--- src/density_fourier_accumulator_assert.svh ---
// ----------------------------------------------------------------------------
// Density Fourier accumulator assertion macros
// Shared property forms for the accumulator's internal checks.
// ----------------------------------------------------------------------------
`ifndef DENSITY_FOURIER_ACCUMULATOR_ASSERT_SVH
`define DENSITY_FOURIER_ACCUMULATOR_ASSERT_SVH

// same-cycle implication
`define DFA_ASSERT_NOW(lbl, ante, cons, msg) \
	lbl: assert property (@(posedge clk) disable iff (!arst_n) (ante) |-> (cons)) \
		else $error(msg);

// next-cycle implication
`define DFA_ASSERT_NEXT(lbl, ante, cons, msg) \
	lbl: assert property (@(posedge clk) disable iff (!arst_n) (ante) |=> (cons)) \
		else $error(msg);

`endif

--- src/dfa_pkg.sv ---
// ----------------------------------------------------------------------------
// dfa_pkg
// Types and constants of the density Fourier accumulator.
// ----------------------------------------------------------------------------
`default_nettype none

package dfa_pkg;

	localparam logic [1:0] REQ_LOAD = 2'd0;
	localparam logic [1:0] REQ_ACC  = 2'd1;
	localparam logic [1:0] REQ_READ = 2'd2;
	localparam logic [1:0] REQ_NONE = 2'd3;

	localparam logic [2:0] REG_FIRST = 3'd0;
	localparam logic [2:0] REG_LAST  = 3'd4;

	localparam logic [30:0] C1 = 31'd1686629713;
	localparam logic [30:0] C3 = 31'd693598668;
	localparam logic [30:0] C5 = 31'd85569306;
	localparam logic [30:0] C7 = 31'd5026995;
	localparam logic [30:0] C9 = 31'd172272;
	localparam logic [30:0] Q30_ONE = 31'd1073741824;

	typedef struct packed {
		logic [1:0]         req_type;
		logic [5:0]         frame_index;
		logic [7:0]         vector_index;
		logic signed [15:0] wave_x;
		logic signed [15:0] wave_y;
		logic signed [15:0] wave_z;
		logic signed [23:0] pos_x;
		logic signed [23:0] pos_y;
		logic signed [23:0] pos_z;
	} in_item_t;

	typedef struct packed {
		logic [5:0]         out_frame;
		logic [7:0]         out_vector;
		logic signed [31:0] real_sum;
		logic signed [31:0] imag_sum;
		logic [15:0]        atom_count;
	} out_item_t;

	typedef enum logic [2:0] {
		ST_CLEAR,
		ST_IDLE,
		ST_COUNT,
		ST_ACC,
		ST_DRAIN,
		ST_READ
	} dfa_state_t;

	typedef struct packed {
		logic clr_step;
		logic load_wr;
		logic acc_start;
		logic cnt_wr;
		logic vec_issue;
		logic rd_start;
		logic out_load;
	} dfa_cmd_t;

	typedef struct packed {
		logic clr_done;
		logic range_empty;
		logic vec_last;
		logic pipe_busy;
		logic frame_ok;
		logic out_hold;
	} dfa_sts_t;

endpackage

`default_nettype wire

--- src/dfa_ctrl.sv ---
// ----------------------------------------------------------------------------
// dfa_ctrl
// Sequencer: clearing pass, request dispatch, vector sweep and drain.
// ----------------------------------------------------------------------------
`default_nettype none

module dfa_ctrl (
	input  wire logic            clk,
	input  wire logic            arst_n,
	input  wire logic            in_valid,
	input  wire logic [1:0]      req_type,
	input  wire dfa_pkg::dfa_sts_t sts,
	output dfa_pkg::dfa_cmd_t    cmd,
	output logic                 in_stall
);
	import dfa_pkg::*;

	dfa_state_t state_q, state_nxt;
	logic       take;

	assign take = (state_q == ST_IDLE) && in_valid && !sts.out_hold;

	always_ff @(posedge clk or negedge arst_n) begin
		if (!arst_n) begin
			state_q <= ST_CLEAR;
		end else begin
			state_q <= state_nxt;
		end
	end

	always_comb begin
		state_nxt = state_q;
		unique case (state_q)
			ST_CLEAR: if (sts.clr_done) state_nxt = ST_IDLE;
			ST_IDLE: begin
				if (take && req_type == REQ_ACC && sts.frame_ok) state_nxt = ST_COUNT;
				else if (take && req_type == REQ_READ) state_nxt = ST_READ;
			end
			ST_COUNT: state_nxt = sts.range_empty ? ST_IDLE : ST_ACC;
			ST_ACC: if (sts.vec_last) state_nxt = ST_DRAIN;
			ST_DRAIN: if (!sts.pipe_busy) state_nxt = ST_IDLE;
			ST_READ: state_nxt = ST_IDLE;
			default: state_nxt = ST_IDLE;
		endcase
	end

	always_comb begin
		cmd = '0;
		in_stall = 1'b1;
		unique case (state_q)
			ST_CLEAR: cmd.clr_step = 1'b1;
			ST_IDLE: begin
				in_stall = sts.out_hold;
				cmd.load_wr   = take && req_type == REQ_LOAD;
				cmd.acc_start = take && req_type == REQ_ACC && sts.frame_ok;
				cmd.rd_start  = take && req_type == REQ_READ;
			end
			ST_COUNT: cmd.cnt_wr = 1'b1;
			ST_ACC: cmd.vec_issue = 1'b1;
			ST_DRAIN: cmd = '0;
			ST_READ: cmd.out_load = 1'b1;
			default: cmd = '0;
		endcase
	end

endmodule

`default_nettype wire

--- config.mk ---
export PLATFORM = sky130hd
export DESIGN_NAME = dfa_ctrl
export DESIGN_NICKNAME = d
export VERILOG_FILES = /design/src/density_fourier_accumulator_assert.svh /design/src/dfa_pkg.sv /design/src/dfa_ctrl.sv
export SDC_FILE = /design/constraint.sdc
export NUM_CORES = 1
export LEC_CHECK = 0
export ABC_AREA = 1
export BUFFER_PORTS_ARGS = -buffer_cell sky130_fd_sc_hd__buf_4
export CAP_MARGIN = 20
export CORE_AREA = 2 2 39 41
export DETAILED_ROUTE_END_ITERATION = 8
export DIE_AREA = 0 0 41 43
export PLACE_DENSITY = 0.52
export SYNTH_ARGS = -nofsm -noshare
export SYNTH_HDL_FRONTEND = slang
export SYNTH_SLANG_ARGS = --single-unit
--- constraint.sdc ---
create_clock -name clk -period 1.84 [get_ports clk]
set_clock_uncertainty 0.05 [all_clocks]
set_input_delay 0.092 -clock clk [delete_from_list [all_inputs] [get_ports clk]]
set_output_delay 0.092 -clock clk [all_outputs]
set_load 0.005 [all_outputs]
* Yosys cells after proc, flatten, opt, wreduce, memory -nomap -nowiden
Cells that the tools add are included.
Word-level totals: word-level logic and storage cells 36, flip-flop bits (word level) 3
Operators by class: reduce and logical (&&, ||, !) cells 10, eq/ne operators 11, multiplexer cells 14
Operator list (number):
- two-way mux 3 bit | 5
- case mux 3 bit (5 select lines) | 1
- equality test 3 x 2 -> 1 bit (second input constant) | 2
- equality test 3 bit (second input constant) | 2
- logical AND 1 bit | 6
- two-way mux 1 bit | 6
- != test 2 bit (second input constant) | 3
- two-way mux 2 bit | 2
- AND reduction 4 bit | 1
- equality test 3 x 1 -> 1 bit (second input constant) | 1
- logical NOT 3 bit | 1
- != test 3 x 1 -> 1 bit (second input constant) | 1
- equality test 2 x 1 -> 1 bit (second input constant) | 1
- equality test 2 bit (second input constant) | 1
- logical NOT 2 bit | 1
- logical NOT 1 bit | 1

* Depth between registers and ports, before layout
word-level depth 7, mapped depth 8

* Worst setup path before layout
OpenSTA, ideal clock, no wires.
kind reg-to-reg, from register state_q[1], to register state_q[2], setup slack 0.667 ns, clock period less this slack 1.173 ns, path buffers 0, setup time 0.117 ns, arrival time 1.006 ns, stages on the path, launching flop included 9, cells stage by stage dfrtp_1 > inv_2 > nand3_1 > nor2_1 > nand3_2 > nand2_1 > nand2_1 > nand3_1 > nand2_1
Between the ends: longest elaborated chain between the ends 7, elaborated cells on any way between the ends 17, classes of those cells eq/ne: 8; mux: 2; reduce/logical: 7
RTL lines:
- start, declared | line dfa_ctrl.sv:18 | dfa_state_t state_q, state_nxt;
- start signal, assigned | line dfa_ctrl.sv:27 | state_q <= state_nxt;
- equality test 3 x 1 -> 1 bit | line dfa_ctrl.sv:21, dfa_ctrl.sv:33
- logical AND 1 bit (2 in series) | line dfa_ctrl.sv:21 | assign take = (state_q == ST_IDLE) && in_valid && !sts.out_hold;
- logical AND 1 bit (2 in series) | line dfa_ctrl.sv:36 | if (take && req_type == REQ_ACC && sts.frame_ok) state_nxt = ST_COUNT;
- two-way mux 3 bit or != test 3 x 1 -> 1 bit (tied branches)
- case mux 3 bit (5 select lines) or AND reduction 4 bit (tied branches)
Parallel ways exist; a longest one is shown, timed or not. A chain may end at the register's enable or synchronous reset.

==> impl_metrics.tcl <==
set metrics [dict create \
    r2r_slack_ns 0.51 \
    cts_htree_levels 1 \
    fin_tns_setup_ns 0 \
    syn_nets 56 \
    ys_async_sr_fraction_pct 100 \
    cts_tree "built" \
    peakVddDrop_v 0.000467 \
    postSynthAreaPerCell_um2 6.53 \
    path_buf_inv 2 \
    cts_buffers 3 \
    slew_headroom_pct 81.2 \
    grt_pass1_wl_um 1210 \
    min_period_over_period_pct 80.1 \
    wl_met2_um 357 \
    wl_met1_um 300 \
    path_clk_slew_ns 0.03 \
    worstHoldStart "sts[4]" \
    ys_types 17 \
    ctsResizeCount 0 \
    power_uw 498 \
    syn_area_um2 294 \
    die_area_um2 1760 \
    startpoint_type "register" \
    top_layer_used "met3" \
    die_h_um 43 \
    initial_core_util_pct 21.2 \
    multiInputGateArea_um2 174 \
    fin_cells 84 \
    pin_count 19 \
    required_ns 1.70 \
    grt_usage_pct 9.83 \
    syn_to_final_growth_pct 65.1 \
    ys_seq_elements 3 \
    synth_top_cell_by_area "dfrtp_1" \
    max_freq_mhz 679 \
    drt_iter0_drc 1 \
    ys_seq_area_share_pct 25.5 \
    path_delay_family "simple AND/OR/NAND/NOR gates" \
    yosys.area.top_type_share_pct 25.5 \
    numPlacedInstances 79 \
    reg_top3 "state_q (3)" \
    final_layout_size_suffix_gt1_share_pct 44.1 \
    outcome "finished clean" \
    yosys-top-cells-area "dfrtp_1 26%, inv_1 11%, nand2_1 11%" \
    netlist_instances 45 \
    clock-sinks 3 \
    path_max_fanout 5 \
    period_minus_slack_ns 1.47 \
    r2r_cells 8 \
    hold_viol_final 0 \
    rsz0062_at_grt "no" \
    seq_area_um2 75.1 \
    dp_hpwl_um 623 \
    diodes 0 \
    r2r_start "state_q[1]" \
    power_frac_seq_pct 24.5 \
    pwr-share-comb_pct 53.2 \
    nNetsFinal 80 \
    hold_class "primary input to register" \
    p_sw_share_pct 41.8 \
    postLayoutCellArea_um2 485 \
    setup_violations 0 \
    min_to "state_q[1]" \
    path_cells "inv_2 -> nand2_2 -> nor2_4 -> nand2_1 -> nor4_2 -> buf_4" \
    power_per_cell_area_nw_per_um2 1030 \
    worst-endpoint-arrival_ns 1.33 \
    root_buffer "clkbuf_4" \
    wl_per_cell_um 8.67 \
    hold_buffers 1 \
    synth_warnings 0 \
    io_buffer_count 18 \
    whs_path_depth 2 \
    grt_max_degree 8 \
    max_slew.worst_pin.slew_ns 0.279 \
    core_area_um2 1380 \
    wl_met3_um 69 \
    critPathSlowestCell "dfrtp_1" \
    synth_common_cells "9 x inv_1, 9 x nand2_1, 5 x nor2_1" \
    cp_slowest_stage_delay_ns 0.41 \
    grt_pass1_vias 338 \
    vias 355 \
    p_clk_share_pct 22.3 \
    wl_um 728 \
    antenna_found_initial 0 \
    worstReg2RegEnd "state_q[2]" \
    die_w_um 41 \
    synth_edf_count 0 \
    end_kind "primary output" \
    path_class "register to primary output" \
    intPower_uw 290 \
    via_per_inst 4.23 \
    synth_flop_cell "dfrtp_1" \
    cts_buffer_depth 2 \
    finalMaxSlewViolations 0 \
    clk_latency_ns 0.23 \
    ant_nets 0 \
    nFillCells 159 \
    p_leak_uw 0.000287 \
    placed_area_um2 449 \
    largest_register_ff_count 3 \
    place.gp.congestion 0.647 \
    drc 0 \
    globalRouteOverflowTotal 0 \
    dr.pass1.iters 4 \
    num_rows 14 \
    drv_cap 0 \
    top_register "state_q" \
    cts_setup_buffers 0 \
    p_switching_uw 208 \
]
-- kinds of logic after synthesis --
| kind of cell | synth area share, % |
|---|---|
| AND/OR/NAND/NOR | 52.3 |
| flip-flops | 25.5 |
| AO/OA/AOI/OAI | 6.81 |
| buffers and inverters | 15.3 |
-- power groups by stage --
stage,Sequential (µW),Combinational [µW],Clock [µW]
floorplan,116,176,0
CTS,122,271,116
global placement,124,263,0
detailed placement,123,266,0
finish,122,265,111
global route,126,298,126
-- through the flow --
step                      setup WS (ns)  utilization, %  hold WS (ns)
after global placement            0.511            32.5        -0.165
after global routing              0.275            35.1        0.0620
after CTS                         0.350            35.1        0.0573
after floorplan                   0.667               -        -0.254
final                             0.367            35.1        0.0618
after detailed placement          0.515            32.5        -0.165
-- worst max path at each step --
| stage | start | end | slack, ns | cells past startpoint |
|---|---|---|---|---|
| final | state_q[2] | cmd[5] | 0.37 | 6 |
| after CTS | state_q[2] | cmd[5] | 0.35 | 6 |
| after global placement | state_q[1] | state_q[2] | 0.51 | 8 |
| after global routing | state_q[2] | cmd[5] | 0.27 | 6 |
| after floorplan | state_q[1] | state_q[2] | 0.67 | 8 |
| after detailed placement | state_q[1] | state_q[2] | 0.51 | 8 |
-- cell usage in the layout, fill, tap and decap left out, drive strengths merged, types with 3 or more instances in the layout --
cell type	count
buf	18
clkbuf	4
dfrtp	3
inv	11
nand2	11
nand3	5
nor2	7
-- metal layers --
metal,up-vias,global-route usage [%]
li1,188,-
met1,153,11.2
met2,14,15.6
met3,0,3.66
met4,0,4.00
met5,-,0
-- layout make-up --
class	instances	area share [%]
clock buffer	4	5.41
inverter	12	9.28
multi-input combinational	30	35.8
sequential	3	15.5
tap	16	4.12
timing repair buffer	19	29.9
-- worst register-to-register path, stage by stage (launching register included) --
cell     delay [ns]
dfrtp_1        0.45
inv_2          0.12
nand3_1        0.08
nor2_1         0.12
nand3_2        0.12
nand2_1        0.10
nand2_1        0.06
nand3_1        0.07
nand2_1        0.05
Note: power is estimated with default switching activity, not from simulation.
